===== config.mk =====
export PLATFORM = sky130hd
export DESIGN_NAME = disk_seek_time_estimator_flat
export DESIGN_NICKNAME = d
export VERILOG_FILES = /design/src/sv/dste_pkg.sv /design/src/sv/dste_if.sv /design/src/sv/disk_seek_time_estimator.sv /design/src/flat_wrapper.sv
export SDC_FILE = /design/constraint.sdc
export NUM_CORES = 2
export LEC_CHECK = 0
export BUFFER_PORTS_ARGS = -buffer_cell sky130_fd_sc_hd__buf_2
export CAP_MARGIN = 20
export CELL_PAD_IN_SITES_DETAIL_PLACEMENT = 0
export CELL_PAD_IN_SITES_GLOBAL_PLACEMENT = 1
export CORE_MARGIN = 8
export CORE_UTILIZATION = 50
export CTS_CLUSTER_SIZE = 25
export DETAILED_ROUTE_END_ITERATION = 7
export PLACE_DENSITY_LB_ADDON = 0.2
export SLEW_MARGIN = 0
export SYNTH_ARGS = -nofsm -noshare
export SYNTH_HDL_FRONTEND = slang
export SYNTH_SLANG_ARGS = --single-unit

===== constraint.sdc =====
create_clock -name clk -period 7.2 [get_ports clk]
set_input_delay 1.08 -clock clk [delete_from_list [all_inputs] [get_ports clk]]
set_output_delay 1.08 -clock clk [all_outputs]
set_load 0.03 [all_outputs]

===== src/sv/dste_pkg.sv =====
// ----------------------------------------------------------------------------
// dste_pkg: shared constants and codes for the disk seek time estimator
// Field widths, register indexes, direction codes and scheme codes.
// ----------------------------------------------------------------------------
package dste_pkg;

  // Fixed widths of the channel and configuration fields.
  localparam int CYL_FIELD_BITS = 16;
  localparam int CFG_INDEX_BITS = 3;
  localparam int CFG_DATA_BITS  = 16;
  localparam int DIR_BITS       = 2;
  localparam int SEEK_BITS      = 16;
  localparam int TIME_BITS      = 48;
  localparam int SCHEME_BITS    = 2;

  // Defaults for the top-level parameters.
  localparam int CYLINDER_BITS_DEFAULT = 16;
  localparam int DISTANCE_BITS_DEFAULT = 32;

  // Register values after reset.
  localparam logic [CFG_DATA_BITS-1:0] START_RESET = 16'd0;
  localparam logic [CFG_DATA_BITS-1:0] END_RESET   = 16'd199;
  localparam logic [SEEK_BITS-1:0]     SEEK_RESET  = 16'd1;

  // Configuration register indexes.
  typedef enum logic [CFG_INDEX_BITS-1:0] {
    REG_START_CYLINDER    = 3'd0,
    REG_END_CYLINDER      = 3'd1,
    REG_SCAN_DIRECTION    = 3'd2,
    REG_CSCAN_DIRECTION   = 3'd3,
    REG_SEEK_PER_CYLINDER = 3'd4
  } cfg_reg_t;

  // Sweep direction codes; the two unused codes mean no valid sweep.
  localparam logic [DIR_BITS-1:0] DIR_TO_ZERO     = 2'd0;
  localparam logic [DIR_BITS-1:0] DIR_TO_END      = 2'd1;
  localparam logic [DIR_BITS-1:0] DIR_UNUSED_LOW  = 2'd2;
  localparam logic [DIR_BITS-1:0] DIR_UNUSED_HIGH = 2'd3;

  // Scheme codes reported as the best choice.
  typedef enum logic [SCHEME_BITS-1:0] {
    SCHEME_FCFS  = 2'd0,
    SCHEME_SCAN  = 2'd1,
    SCHEME_CSCAN = 2'd2
  } scheme_t;

endpackage


===== src/sv/dste_if.sv =====
// ----------------------------------------------------------------------------
// dste_if: request and result channels of the disk seek time estimator
// Valid/ready channels; a transfer happens when valid and ready are both high.
// ----------------------------------------------------------------------------
interface dste_request_if;
  logic                                valid;
  logic                                ready;
  logic [dste_pkg::CYL_FIELD_BITS-1:0] cylinder;
  logic                                last;

  modport source (output valid, output cylinder, output last, input ready);
  modport sink   (input valid, input cylinder, input last, output ready);
endinterface

interface dste_result_if;
  logic                             valid;
  logic                             ready;
  logic [dste_pkg::TIME_BITS-1:0]   fcfs_seek_time;
  logic [dste_pkg::TIME_BITS-1:0]   scan_seek_time;
  logic [dste_pkg::TIME_BITS-1:0]   cscan_seek_time;
  logic [dste_pkg::SCHEME_BITS-1:0] best_scheme;
  logic                             range_error;

  modport source (output valid, output fcfs_seek_time, output scan_seek_time,
                  output cscan_seek_time, output best_scheme, output range_error,
                  input ready);
  modport sink   (input valid, input fcfs_seek_time, input scan_seek_time,
                  input cscan_seek_time, input best_scheme, input range_error,
                  output ready);
endinterface


===== src/sv/disk_seek_time_estimator.sv =====
// ----------------------------------------------------------------------------
// disk_seek_time_estimator: FCFS, SCAN and C-SCAN seek time of a request batch
// The block takes one cylinder request per transfer on the request channel,
// in arrival order, and may take a new request in every clock cycle. For each
// request it adds the head travel to a saturating first-come-first-served
// total and updates the minimum and maximum of the requests below the start
// cylinder and of those at or above it. The request marked last closes the
// batch: its snapshot register is loaded at the transfer itself, and the
// result moves on through the registers of the sweep distances, the multiply
// by the seek time and the best-scheme compare (the output register), after
// which the result channel holds it until it is taken. The rate of one request
// per cycle is set by the accumulate and min/max update of the batch state;
// the four result registers behind it are pipelined and only hold back
// requests when the result channel stalls long enough to fill all of them.
// The SCAN and C-SCAN totals follow in closed form from the
// extremes, the end cylinder and each direction code, so no sorting is done;
// an unrecognized direction code gives that scheme zero. A start cylinder
// beyond the end cylinder yields range_error with all times zero. Distances
// saturate at DISTANCE_BITS ones and times at 48 ones. Configuration writes
// take effect at once and are meant to be made while no batch is in flight.
// ----------------------------------------------------------------------------
module disk_seek_time_estimator #(
  parameter int CYLINDER_BITS = dste_pkg::CYLINDER_BITS_DEFAULT,
  parameter int DISTANCE_BITS = dste_pkg::DISTANCE_BITS_DEFAULT
) (
  input  logic                                clk,
  input  logic                                rst,
  input  logic                                cfg_write_enable,
  input  logic [dste_pkg::CFG_INDEX_BITS-1:0] cfg_index,
  input  logic [dste_pkg::CFG_DATA_BITS-1:0]  cfg_data,
  dste_request_if.sink                        request,
  dste_result_if.source                       result
);

  localparam int CB = CYLINDER_BITS;
  localparam int DB = DISTANCE_BITS;
  localparam int TB = dste_pkg::TIME_BITS;
  localparam int SB = dste_pkg::SEEK_BITS;
  // Width of the running FCFS sum before saturation.
  localparam int FW = ((DB > CB) ? DB : CB) + 1;
  // Width of a raw sweep distance: at most three cylinder spans.
  localparam int XW = CB + 2;
  // Width in which a raw sweep distance is compared against the limit.
  localparam int QW = (XW > DB) ? XW : DB;
  // Width of the time product, at least one bit above the time limit.
  localparam int MW = ((DB + SB) > TB) ? (DB + SB) : (TB + 1);

  localparam logic [FW-1:0] FCFS_LIMIT  = FW'({DB{1'b1}});
  localparam logic [QW-1:0] SWEEP_LIMIT = QW'({DB{1'b1}});
  localparam logic [MW-1:0] TIME_LIMIT  = MW'({TB{1'b1}});

  // --------------------------------------------------------------------------
  // Configuration registers
  // --------------------------------------------------------------------------
  logic [dste_pkg::CFG_DATA_BITS-1:0] start_cylinder;
  logic [dste_pkg::CFG_DATA_BITS-1:0] end_cylinder;
  logic [dste_pkg::DIR_BITS-1:0]      scan_direction;
  logic [dste_pkg::DIR_BITS-1:0]      cscan_direction;
  logic [SB-1:0]                      seek_per_cylinder;

  always_ff @(posedge clk) begin
    if (rst) begin
      start_cylinder    <= dste_pkg::START_RESET;
      end_cylinder      <= dste_pkg::END_RESET;
      scan_direction    <= dste_pkg::DIR_TO_ZERO;
      cscan_direction   <= dste_pkg::DIR_TO_ZERO;
      seek_per_cylinder <= dste_pkg::SEEK_RESET;
    end else if (cfg_write_enable) begin
      unique case (dste_pkg::cfg_reg_t'(cfg_index))
        dste_pkg::REG_START_CYLINDER:    start_cylinder    <= cfg_data;
        dste_pkg::REG_END_CYLINDER:      end_cylinder      <= cfg_data;
        dste_pkg::REG_SCAN_DIRECTION:    scan_direction    <= cfg_data[dste_pkg::DIR_BITS-1:0];
        dste_pkg::REG_CSCAN_DIRECTION:   cscan_direction   <= cfg_data[dste_pkg::DIR_BITS-1:0];
        dste_pkg::REG_SEEK_PER_CYLINDER: seek_per_cylinder <= cfg_data[SB-1:0];
        default: ;
      endcase
    end
  end

  // Cylinder values as the datapath sees them.
  logic [CB-1:0] start_c;
  logic [CB-1:0] end_c;
  logic [CB-1:0] cyl;

  assign start_c = CB'(start_cylinder);
  assign end_c   = CB'(end_cylinder);
  assign cyl     = CB'(request.cylinder);

  // --------------------------------------------------------------------------
  // Pipeline flow control. Each stage loads when it is empty or its contents
  // move on in the same cycle.
  // --------------------------------------------------------------------------
  logic s1_valid, s2_valid, s3_valid;
  logic adv_out, adv3, adv2, adv1;
  logic fire;

  assign adv_out       = !result.valid || result.ready;
  assign adv3          = !s3_valid || adv_out;
  assign adv2          = !s2_valid || adv3;
  assign adv1          = !s1_valid || adv2;
  assign request.ready = adv1;
  assign fire          = request.valid && request.ready;

  // --------------------------------------------------------------------------
  // Batch state, updated once per request transfer
  // --------------------------------------------------------------------------
  logic          batch_open;
  logic [CB-1:0] previous_cylinder;
  logic [DB-1:0] fcfs_distance;
  logic          high_seen;
  logic [CB-1:0] high_minimum;
  logic [CB-1:0] high_maximum;
  logic          low_seen;
  logic [CB-1:0] low_minimum;
  logic [CB-1:0] low_maximum;

  logic [CB-1:0] origin;
  logic [CB-1:0] step;
  logic [FW-1:0] fcfs_sum;
  logic [DB-1:0] fcfs_distance_next;
  logic          is_low;
  logic          high_seen_next;
  logic [CB-1:0] high_minimum_next;
  logic [CB-1:0] high_maximum_next;
  logic          low_seen_next;
  logic [CB-1:0] low_minimum_next;
  logic [CB-1:0] low_maximum_next;

  always_comb begin
    // The first request of a batch travels from the start cylinder.
    origin             = batch_open ? previous_cylinder : start_c;
    step               = (cyl > origin) ? (cyl - origin) : (origin - cyl);
    fcfs_sum           = FW'(fcfs_distance) + FW'(step);
    fcfs_distance_next = (fcfs_sum > FCFS_LIMIT) ? {DB{1'b1}} : fcfs_sum[DB-1:0];

    is_low            = cyl < start_c;
    high_seen_next    = high_seen || !is_low;
    high_minimum_next = (!is_low && (cyl < high_minimum)) ? cyl : high_minimum;
    high_maximum_next = (!is_low && (cyl > high_maximum)) ? cyl : high_maximum;
    low_seen_next     = low_seen || is_low;
    low_minimum_next  = (is_low && (cyl < low_minimum)) ? cyl : low_minimum;
    low_maximum_next  = (is_low && (cyl > low_maximum)) ? cyl : low_maximum;
  end

  always_ff @(posedge clk) begin
    if (rst || (fire && request.last)) begin
      // A closed batch leaves everything as after reset.
      batch_open        <= 1'b0;
      previous_cylinder <= '0;
      fcfs_distance     <= '0;
      high_seen         <= 1'b0;
      high_minimum      <= '1;
      high_maximum      <= '0;
      low_seen          <= 1'b0;
      low_minimum       <= '1;
      low_maximum       <= '0;
    end else if (fire) begin
      batch_open        <= 1'b1;
      previous_cylinder <= cyl;
      fcfs_distance     <= fcfs_distance_next;
      high_seen         <= high_seen_next;
      high_minimum      <= high_minimum_next;
      high_maximum      <= high_maximum_next;
      low_seen          <= low_seen_next;
      low_minimum       <= low_minimum_next;
      low_maximum       <= low_maximum_next;
    end
  end

  // --------------------------------------------------------------------------
  // Stage 1: snapshot of the closed batch and of the registers it uses
  // --------------------------------------------------------------------------
  logic [DB-1:0]                 s1_fcfs;
  logic                          s1_high_seen;
  logic [CB-1:0]                 s1_high_min;
  logic [CB-1:0]                 s1_high_max;
  logic                          s1_low_seen;
  logic [CB-1:0]                 s1_low_min;
  logic [CB-1:0]                 s1_low_max;
  logic [CB-1:0]                 s1_start;
  logic [CB-1:0]                 s1_end;
  logic [dste_pkg::DIR_BITS-1:0] s1_scan_dir;
  logic [dste_pkg::DIR_BITS-1:0] s1_cscan_dir;
  logic [SB-1:0]                 s1_seek;
  logic                          s1_range_error;

  always_ff @(posedge clk) begin
    if (rst) begin
      s1_valid <= 1'b0;
    end else if (adv1) begin
      s1_valid <= fire && request.last;
    end
  end

  always_ff @(posedge clk) begin
    if (adv1) begin
      s1_fcfs        <= fcfs_distance_next;
      s1_high_seen   <= high_seen_next;
      s1_high_min    <= high_minimum_next;
      s1_high_max    <= high_maximum_next;
      s1_low_seen    <= low_seen_next;
      s1_low_min     <= low_minimum_next;
      s1_low_max     <= low_maximum_next;
      s1_start       <= start_c;
      s1_end         <= end_c;
      s1_scan_dir    <= scan_direction;
      s1_cscan_dir   <= cscan_direction;
      s1_seek        <= seek_per_cylinder;
      s1_range_error <= start_c > end_c;
    end
  end

  // --------------------------------------------------------------------------
  // Stage 2: closed-form sweep distances
  // --------------------------------------------------------------------------
  logic [CB-1:0] top;
  logic [CB-1:0] turn;
  logic [CB-1:0] top_less_start;
  logic [CB-1:0] top_less_low_min;
  logic [CB-1:0] top_less_turn;
  logic [XW-1:0] scan_raw;
  logic [XW-1:0] cscan_raw;
  logic [DB-1:0] scan_dist;
  logic [DB-1:0] cscan_dist;

  always_comb begin
    // A sweep toward the end goes up to the end stop or to the highest
    // request beyond it; the C-SCAN return lands on the lowest high request.
    top  = (s1_high_seen && (s1_high_max > s1_end)) ? s1_high_max : s1_end;
    turn = (s1_high_seen && (s1_high_min < s1_end)) ? s1_high_min : s1_end;
    top_less_start   = top - s1_start;
    top_less_low_min = top - s1_low_min;
    top_less_turn    = top - turn;

    unique case (s1_scan_dir)
      dste_pkg::DIR_TO_ZERO:
        scan_raw = XW'(s1_start) + (s1_high_seen ? XW'(s1_high_max) : '0);
      dste_pkg::DIR_TO_END:
        scan_raw = XW'(top_less_start) + (s1_low_seen ? XW'(top_less_low_min) : '0);
      default:
        scan_raw = '0;
    endcase

    unique case (s1_cscan_dir)
      dste_pkg::DIR_TO_ZERO:
        cscan_raw = XW'(s1_start) + XW'(top) + XW'(top_less_turn);
      dste_pkg::DIR_TO_END:
        cscan_raw = XW'(top_less_start) + XW'(top)
                  + (s1_low_seen ? XW'(s1_low_max) : '0);
      default:
        cscan_raw = '0;
    endcase

    scan_dist  = (QW'(scan_raw) > SWEEP_LIMIT)  ? {DB{1'b1}} : DB'(scan_raw);
    cscan_dist = (QW'(cscan_raw) > SWEEP_LIMIT) ? {DB{1'b1}} : DB'(cscan_raw);
  end

  logic [DB-1:0] s2_fcfs;
  logic [DB-1:0] s2_scan;
  logic [DB-1:0] s2_cscan;
  logic [SB-1:0] s2_seek;
  logic          s2_range_error;

  always_ff @(posedge clk) begin
    if (rst) begin
      s2_valid <= 1'b0;
    end else if (adv2) begin
      s2_valid <= s1_valid;
    end
  end

  always_ff @(posedge clk) begin
    if (adv2) begin
      // A range error reports zero for every scheme.
      s2_fcfs        <= s1_range_error ? '0 : s1_fcfs;
      s2_scan        <= s1_range_error ? '0 : scan_dist;
      s2_cscan       <= s1_range_error ? '0 : cscan_dist;
      s2_seek        <= s1_seek;
      s2_range_error <= s1_range_error;
    end
  end

  // --------------------------------------------------------------------------
  // Stage 3: distances times seek time, saturated to the time width
  // --------------------------------------------------------------------------
  logic [MW-1:0] fcfs_product;
  logic [MW-1:0] scan_product;
  logic [MW-1:0] cscan_product;
  logic [TB-1:0] fcfs_time;
  logic [TB-1:0] scan_time;
  logic [TB-1:0] cscan_time;

  always_comb begin
    fcfs_product  = MW'(s2_fcfs) * MW'(s2_seek);
    scan_product  = MW'(s2_scan) * MW'(s2_seek);
    cscan_product = MW'(s2_cscan) * MW'(s2_seek);
    fcfs_time  = (fcfs_product > TIME_LIMIT)  ? {TB{1'b1}} : fcfs_product[TB-1:0];
    scan_time  = (scan_product > TIME_LIMIT)  ? {TB{1'b1}} : scan_product[TB-1:0];
    cscan_time = (cscan_product > TIME_LIMIT) ? {TB{1'b1}} : cscan_product[TB-1:0];
  end

  logic [TB-1:0] s3_fcfs_time;
  logic [TB-1:0] s3_scan_time;
  logic [TB-1:0] s3_cscan_time;
  logic          s3_range_error;

  always_ff @(posedge clk) begin
    if (rst) begin
      s3_valid <= 1'b0;
    end else if (adv3) begin
      s3_valid <= s2_valid;
    end
  end

  always_ff @(posedge clk) begin
    if (adv3) begin
      s3_fcfs_time   <= fcfs_time;
      s3_scan_time   <= scan_time;
      s3_cscan_time  <= cscan_time;
      s3_range_error <= s2_range_error;
    end
  end

  // --------------------------------------------------------------------------
  // Output register: best scheme, ties going to FCFS and then to SCAN
  // --------------------------------------------------------------------------
  logic              scan_wins;
  logic [TB-1:0]     runner_time;
  dste_pkg::scheme_t best;

  always_comb begin
    scan_wins   = s3_scan_time < s3_fcfs_time;
    runner_time = scan_wins ? s3_scan_time : s3_fcfs_time;
    priority if (s3_cscan_time < runner_time) begin
      best = dste_pkg::SCHEME_CSCAN;
    end else if (scan_wins) begin
      best = dste_pkg::SCHEME_SCAN;
    end else begin
      best = dste_pkg::SCHEME_FCFS;
    end
  end

  always_ff @(posedge clk) begin
    if (rst) begin
      result.valid <= 1'b0;
    end else if (adv_out) begin
      result.valid <= s3_valid;
    end
  end

  always_ff @(posedge clk) begin
    if (adv_out) begin
      result.fcfs_seek_time  <= s3_fcfs_time;
      result.scan_seek_time  <= s3_scan_time;
      result.cscan_seek_time <= s3_cscan_time;
      result.best_scheme     <= best;
      result.range_error     <= s3_range_error;
    end
  end

  // --------------------------------------------------------------------------
  // Assertions
  // --------------------------------------------------------------------------

  // A range error result carries zero times and reports FCFS.
  range_error_zero_a: assert property (@(posedge clk) disable iff (rst)
    (result.valid && result.range_error) |->
      (result.fcfs_seek_time == '0 && result.scan_seek_time == '0 &&
       result.cscan_seek_time == '0 && result.best_scheme == dste_pkg::SCHEME_FCFS))
    else $error("range error result with nonzero times or scheme");

  // SCAN is reported only when it beats FCFS and does not lose to C-SCAN.
  scan_best_a: assert property (@(posedge clk) disable iff (rst)
    (result.valid && result.best_scheme == dste_pkg::SCHEME_SCAN) |->
      (result.scan_seek_time < result.fcfs_seek_time &&
       result.scan_seek_time <= result.cscan_seek_time))
    else $error("SCAN reported best but is not the cheapest");

  // Requests are held back only when every result stage is occupied.
  ready_full_a: assert property (@(posedge clk) disable iff (rst)
    !request.ready |-> (s1_valid && s2_valid && s3_valid && result.valid))
    else $error("request stalled with a free result stage");

  // The transfer of a last request closes the batch.
  batch_close_a: assert property (@(posedge clk) disable iff (rst)
    (fire && request.last) |=> !batch_open)
    else $error("batch still open after its last request");

endmodule


===== src/flat_wrapper.sv =====
// flat-port wrapper written by rule: the top's interface ports become plain ports
module disk_seek_time_estimator_flat 
#(
  parameter int CYLINDER_BITS = dste_pkg::CYLINDER_BITS_DEFAULT,
  parameter int DISTANCE_BITS = dste_pkg::DISTANCE_BITS_DEFAULT
)
  (clk, rst, cfg_write_enable, cfg_index, cfg_data, request_valid, request_cylinder, request_last, request_ready, result_valid, result_fcfs_seek_time, result_scan_seek_time, result_cscan_seek_time, result_best_scheme, result_range_error, result_ready);
  dste_request_if request_i ();
  dste_result_if result_i ();
  input  logic clk;
  input  logic rst;
  input  logic cfg_write_enable;
  input  logic [dste_pkg::CFG_INDEX_BITS-1:0] cfg_index;
  input  logic [dste_pkg::CFG_DATA_BITS-1:0] cfg_data;
  input wire logic [$bits(request_i.valid)-1:0] request_valid;
  input wire logic [$bits(request_i.cylinder)-1:0] request_cylinder;
  input wire logic [$bits(request_i.last)-1:0] request_last;
  output wire logic [$bits(request_i.ready)-1:0] request_ready;
  output wire logic [$bits(result_i.valid)-1:0] result_valid;
  output wire logic [$bits(result_i.fcfs_seek_time)-1:0] result_fcfs_seek_time;
  output wire logic [$bits(result_i.scan_seek_time)-1:0] result_scan_seek_time;
  output wire logic [$bits(result_i.cscan_seek_time)-1:0] result_cscan_seek_time;
  output wire logic [$bits(result_i.best_scheme)-1:0] result_best_scheme;
  output wire logic [$bits(result_i.range_error)-1:0] result_range_error;
  input wire logic [$bits(result_i.ready)-1:0] result_ready;
  assign request_i.valid = request_valid;
  assign request_i.cylinder = request_cylinder;
  assign request_i.last = request_last;
  assign request_ready = request_i.ready;
  assign result_valid = result_i.valid;
  assign result_fcfs_seek_time = result_i.fcfs_seek_time;
  assign result_scan_seek_time = result_i.scan_seek_time;
  assign result_cscan_seek_time = result_i.cscan_seek_time;
  assign result_best_scheme = result_i.best_scheme;
  assign result_range_error = result_i.range_error;
  assign result_i.ready = result_ready;
  disk_seek_time_estimator #(.CYLINDER_BITS(CYLINDER_BITS), .DISTANCE_BITS(DISTANCE_BITS)) u_core (.clk(clk), .rst(rst), .cfg_write_enable(cfg_write_enable), .cfg_index(cfg_index), .cfg_data(cfg_data), .request(request_i), .result(result_i));
endmodule

Yosys cells after proc, flatten, opt, wreduce, memory -nomap -nowiden:

Cells that the tools add are included.

* bits of input ports: 41
* word-level logic and storage cells: 124
* bits in registers: 727
* output and inout bits: 149

* multiplexer cells: 16
* add/subtract/negate cells: 12
* order comparisons: 12
* reduce and logical (&&, ||, !) cells: 28
* multiply operators: 3
* eq/ne operators: 6

Operators with widths (count)
* 16-bit 2-to-1 mux: 11
* 32-bit by 16-bit multiplier with 48-bit output: 3
* 48-bit less-than comparator: 2
* 16-bit > comparator: 5
* 16-bit subtractor: 5
* 18-bit case mux with 2 select lines: 2
* 16-bit less-than comparator: 4
* 48-bit 2-to-1 mux: 1
* 16-bit by 18-bit adder with 18-bit output: 2
* 16-bit by 16-bit adder with 17-bit output: 2
* 32-bit by 16-bit adder with 33-bit output: 1
* 33-bit by 32-bit > comparator with 1-bit output, second input constant: 1
* 32-bit 2-to-1 mux: 1
* 18-bit by 16-bit adder with 18-bit output: 1
* 18-bit adder: 1
* 2-bit AND reduction: 5
* 1-bit logical AND: 8
* 1-bit logical OR: 7
* 3-bit by 2-bit == test with 1-bit output, second input constant: 2
* 1-bit logical NOT: 5
* 2-bit by 1-bit == test with 1-bit output, second input constant: 2
* 2-bit logical NOT: 2
* 3-bit by 1-bit == test with 1-bit output, second input constant: 1
* 3-bit == test, second input constant: 1
* 2 further kinds: 2

Depth between registers and ports, before layout:

* depth after elaboration: 8
* depth in mapped cells: 36

Worst setup path after synthesis:

Ideal clock, no wire load.

* path kind: register to register
* start: register u_core.s1_end[1]
* end: register u_core.s2_cscan[16], data pin
* slack: 522 ps
* required time: 6938 ps
* clock period less this slack: 6678 ps
* arrival: 6416 ps
* cell stages (with the launch flop): 33
* path through: edfxtp_1 inv_1 ha_1 nor2b_1 o21bai_1 a31oi_1 o31a_1 o21ai_0 clkbuf_1 o21ai_0 inv_1 ha_1 inv_1 fa_1 a21o_1 a21oi_1 o21bai_1 a211o_1 a31oi_1 xnor2_1 ha_1 and2_1 and3_1 a2111oi_0 nor2_1 xnor2_1 ha_1 a21oi_1 o21ai_0 a21o_1 a21oi_1 xor2_1 o22ai_1

* longest elaborated chain between the ends: 7

RTL lines
* from (decl): line disk_seek_time_estimator.sv:181 `logic [CB-1:0] s1_end;`
* from (signal assigned): line disk_seek_time_estimator.sv:205 `s1_end <= end_c;`
* 16-bit > comparator: line disk_seek_time_estimator.sv:229 `top = (s1_high_seen && (s1_high_max > s1_end)) ? s1_high_max : s1_end;`
* 1-bit logical AND: line disk_seek_time_estimator.sv:229
* 16-bit 2-to-1 mux: line disk_seek_time_estimator.sv:229
* 16-bit subtractor: line disk_seek_time_estimator.sv:231 `top_less_start = top - s1_start;`
* 16-bit by 16-bit adder with 17-bit output: line disk_seek_time_estimator.sv:248 `cscan_raw = XW'(top_less_start) + XW'(top)`
* 18-bit adder: line disk_seek_time_estimator.sv:249 `+ (s1_low_seen ? XW'(s1_low_max) : '0);`
* 18-bit case mux with 2 select lines *: line disk_seek_time_estimator.sv:244 `unique case (s1_cscan_dir)`
* to (signal assigned): line disk_seek_time_estimator.sv:277 `s2_cscan <= s1_range_error ? '0 : cscan_dist;`
* to (decl): line disk_seek_time_estimator.sv:260 `logic [DB-1:0] s2_cscan;`

Every way passes the cells marked *; elsewhere a longest branch is shown, timed or not.
A chain may end at the register's enable or synchronous reset.

Worst setup path after layout:

* start: register u_core.s1_end[11]
* end: register u_core.s2_cscan[13], data pin

Same word-level chain as after synthesis.

==> metrics.log <==
[metrics] status: finished, final reports clean
[metrics] hold buffers post-CTS: 0
[metrics] final-report setup violation count: 0
[metrics] Post-DP HPWL: 165.9 mm
[metrics] min cycle time layout: 6.824 ns
[metrics] number of enable flip-flop cells after synthesis: 481
[metrics] Inst Count DP: 9,391
[metrics] number of storage elements in the synthesis netlist: 652
[metrics] slowest library cell on the worst path: sky130_fd_sc_hd__edfxtp_1
[metrics] power per unit of standard cell area: 223.5 mW/mm2
[metrics] FMAX: 146.5 MHz
[metrics] Reg2Reg Launch Point: u_core.s1_end[11]$_DFFE_PN_
[metrics] # nets final: 9,241
[metrics] P_leak: 0.03589 uW
[metrics] CTS Buf Count: 75
[metrics] Syn Area/Cell: 9.525 um2
[metrics] headroom to the max-slew limit: 30.96%
[metrics] Routed WL: 211.1 mm
[metrics] category of the critical setup timing path: flop to flop
[metrics] number of instances in the synthesized netlist: 7,426
[metrics] Post-DRT Antenna Nets: 0
[metrics] gpl congestion: 0.9190
[metrics] Die Span Y: 392.1 um
[metrics] internal power summed over all cells: 10,030 uW
[metrics] CTS tree: yes
[metrics] maximum fanout count along the critical path: 4
[metrics] final clock skew: 0.04620 ns
[metrics] transition time at the pin with the least slew margin: 1.033 ns
[metrics] Rows: 138
[metrics] core region area: 0.1411 mm2
[metrics] Critical Path Source: u_core.s1_end[11]$_DFFE_PN_
[metrics] post-detailed-route wirelength per cell: 22.10 um
[metrics] Synth Cell Area: 0.07074 mm2
[metrics] share of total power in sequential cells: 32.6%
[metrics] worst endpoint data arrival time: 7.28 ns
[metrics] category of the worst setup path launch point: flop
[metrics] yosys warns: 0
[metrics] die width: 392.1 um
[metrics] sequential share of the synthesized area: 25.26%
[metrics] total number of vias: 52,669
[metrics] total of max-cap violations: 0
[metrics] total chip power: 17,270 uW
[metrics] largest net degree at the start of global routing: 85
[metrics] number of standard cells in the final layout excluding fillers: 9,550
[metrics] clock-pin slew on the worst setup and hold paths: 0.06 ns
[metrics] FFs w/ async S/R, synth: 0%
[metrics] clock latency at the later pin of the worst-skew pair: 0.73 ns
[metrics] number of buffers between clock root and the deepest sink: 3
[metrics] Initial Util: 50.14%
[metrics] port bufs: 166
[metrics] clock power share: 23.0%
[metrics] GRT Resource Usage Total: 27.36%
[metrics] share of the synthesized area in the top cell type: 24.40%
[metrics] biggest cell delay along the critical path: 0.42 ns
[metrics] DIE AREA: 0.1538 mm2
[metrics] share of layout cells above drive strength 1: 7.586%
[metrics] setup TNS after final layout: 0 ns
[metrics] switching power: 7243 uW
[metrics] Comb pwr share: 44.4%
[metrics] Remaining Overflow, GRT: 0
[metrics] final cycle utilization of the critical path: 94.78%
[metrics] flop-to-flop setup slack: 0.38 ns
[metrics] Slew Viols, Final: 0
[metrics] sort of element at the end of the critical path: flop
[metrics] clock tree sinks: 652
[metrics] cell taking the most area after synthesis: sky130_fd_sc_hd__fa_1
[metrics] Primary FF master, synth: sky130_fd_sc_hd__edfxtp_1
[metrics] final count of hold timing violations: 0
[metrics] via count normalized by instance count: 5.515
[metrics] P&R area growth vs syn: 9.271%
[metrics] vias in the first global route: 53,765
[metrics] Worst Reg2Reg Path Length in Cells: 29
[metrics] Tightest Hold Check Type: flop to flop
[metrics] worst endpoint required time: 7.66 ns
[metrics] worst vdd rail ir drop: 0.0002400 V
[metrics] worst reg2reg path endpoint: u_core.s2_cscan[13]$_SDFFCE_PP0P_
[metrics] startpoint of the most critical hold path: u_core.s1_seek[12]$_DFFE_PN_
[metrics] dominant cells by area after synthesis: sky130_fd_sc_hd__fa_1, sky130_fd_sc_hd__edfxtp_1, sky130_fd_sc_hd__ha_1, sky130_fd_sc_hd__inv_1, sky130_fd_sc_hd__nand2_1
[metrics] final routed DRC violation total: 0
[metrics] capturing element of the worst setup path: u_core.s2_cscan[13]$_SDFFCE_PP0P_
[metrics] H-tree lvl count: 3
[metrics] antenna violations before repair: 7
[metrics] Detailed Routing Iterations Pass 1: 6
[metrics] unrepaired setup endpoints after global routing: no
[metrics] drt first-iter violations: 3,922
[metrics] switching power as a share of total power: 41.93%
[metrics] first-pass GRT wire length: 323.3 mm
[metrics] unique cell type count in the Yosys netlist: 82
[metrics] clock tree root driver cell: sky130_fd_sc_hd__clkbuf_16
[metrics] # IOs: 190
## critical path, delay by kind of cell, from the launching register on
family                     cells  cell delay (ns)
xor gates and xnor gates       3             0.44
DFF                            1             0.42
AOI/OAI and AO/OA             14             3.02
muxes                          1             0.42
adders and majority gates      4             1.12
buffers and inverters          2             0.32
and+or+nand+nor                5             0.83
## routing by layer
layer	vias to the layer above	share of wire, %	routed length, um	global-route usage, %
met1	25944	43	90990	36.84
met3	392	7.0	14790	4.966
met5	-	0.013	27	0
li1	24525	-	-	-
met4	4	4.7	10010	11.43
met2	1804	45	95250	43.67
## logic make-up after synthesis
family | after synthesis | synth area share, %
compound gates | 1144 | 10.31
xor+xnor | 245 | 3.034
fa+ha+maj | 1604 | 37.52
buf+inv | 1468 | 7.937
flops | 652 | 25.26
mux | 107 | 1.557
other cells | 2 | 0.01062
simple gates | 2204 | 14.37
## how the worst min path moves through the flow
stage | endpoint | slack [ns] | cells after the start
floorplan | u_core.result.range_error$_DFFE_PP_ | 0.40 | 0
global placement | u_core.s2_seek[14]$_DFFE_PP_ | 0.40 | 0
detailed placement | u_core.s2_seek[12]$_DFFE_PP_ | 0.40 | 0
CTS | u_core.s2_seek[6]$_DFFE_PP_ | 0.42 | 0
global route | u_core.s2_seek[2]$_DFFE_PP_ | 0.43 | 0
finish | u_core.s2_seek[12]$_DFFE_PP_ | 0.42 | 0
## power by group through the flow
stage / sequential [uW] / clock [uW] / combinational [uW]
final: 5640 / 3970 / 7670
after global routing: 5680 / 4170 / 8460
after CTS: 5690 / 4050 / 7510
after detailed placement: 5770 / 0 / 7460
after global placement: 5760 / 0 / 7390
after floorplan: 5510 / 0 / 4990
## timing repair
item                       in CTS  in global routing
buffers inserted                0                 14
setup endpoints to repair       0                 13
resized for setup               0                  2
## state kept, by name, indices dropped and copies added (netlist names), 17 cells and up
name                           cells
u_core.fcfs_distance              32
u_core.result.cscan_seek_time     37
u_core.result.fcfs_seek_time      48
u_core.result.scan_seek_time      36
u_core.s1_fcfs                    32
u_core.s2_cscan                   18
u_core.s2_fcfs                    32
u_core.s2_scan                    17
u_core.s3_cscan_time              37
u_core.s3_fcfs_time               48
u_core.s3_scan_time               36
## stage by stage
stage	hold WS (ns)	worst slack [ns]	cell area [um2]	util [%]
4_1_cts	0.4175	0.3432	77090	54.65
6_report	0.4160	0.3757	77290	54.79
3_5_place_dp	0.4045	0.3863	74570	52.86
5_1_grt	0.4293	0.02415	77290	54.79
3_3_place_gp	0.4009	0.4658	74530	52.83
2_1_floorplan	0.4003	0.5217	70820	-
## cells in the final DEF, fill, tap and decap left out, types with 17 or more instances in the layout
cell type	n
sky130_fd_sc_hd__a211o_1	17
sky130_fd_sc_hd__a211oi_1	42
sky130_fd_sc_hd__a21o_1	155
sky130_fd_sc_hd__a21oi_1	361
sky130_fd_sc_hd__a31oi_1	47
sky130_fd_sc_hd__and2_1	372
sky130_fd_sc_hd__and3_1	39
sky130_fd_sc_hd__buf_12	21
sky130_fd_sc_hd__buf_2	166
sky130_fd_sc_hd__buf_4	194
sky130_fd_sc_hd__clkbuf_16	76
sky130_fd_sc_hd__conb_1	24
sky130_fd_sc_hd__dfxtp_1	171
sky130_fd_sc_hd__edfxtp_1	481
sky130_fd_sc_hd__fa_1	862
sky130_fd_sc_hd__ha_1	742
sky130_fd_sc_hd__inv_1	1151
sky130_fd_sc_hd__mux2_2	24
sky130_fd_sc_hd__mux2i_1	83
sky130_fd_sc_hd__nand2_1	1141
sky130_fd_sc_hd__nand2b_1	39
sky130_fd_sc_hd__nand3_1	78
sky130_fd_sc_hd__nand4_1	48
sky130_fd_sc_hd__nor2_1	265
sky130_fd_sc_hd__nor2b_1	81
sky130_fd_sc_hd__nor3_1	61
sky130_fd_sc_hd__o211ai_1	56
sky130_fd_sc_hd__o21a_1	67
sky130_fd_sc_hd__o21ai_0	205
sky130_fd_sc_hd__o21bai_1	36
sky130_fd_sc_hd__xnor2_1	157
sky130_fd_sc_hd__xor2_1	88
## cells in the mapped netlist (all sizes together), types with 6 or more instances
cell type	n
o221a	7
and2	373
inv	1153
o21a	67
o211ai	56
xnor2	157
a31oi	48
buf	43
nor4	12
ha	742
fa	862
nor2b	81
nand2	1145
nor3	64
clkbuf	272
a31o	12
o22ai	13
edfxtp	481
a2111oi	7
a311oi	10
and4	7
a21o	155
xor2	88
a211o	17
a21oi	366
mux2i	83
or2	15
nand4	48
a211oi	43
nand3	78
o21bai	36
dfxtp	171
mux2	24
and3	39
a21boi	10
o21ai	215
o31ai	15
a221oi	8
nand2b	39
or3	16
nor2	266
nor3b	6
## layout make-up
type | instances | area, um2
Antenna cell | 1 | 2.502
Clock buffer | 94 | 1989
Clock inverter | 46 | 534.3
Fill cell | 12807 | 63770
Inverter | 1153 | 4332
Multi-Input combinational cell | 5328 | 47390
Sequential cell | 652 | 17870
Tap cell | 1890 | 2365
Timing Repair Buffer | 386 | 2816
Note: power is estimated with default switching activity, not from simulation.
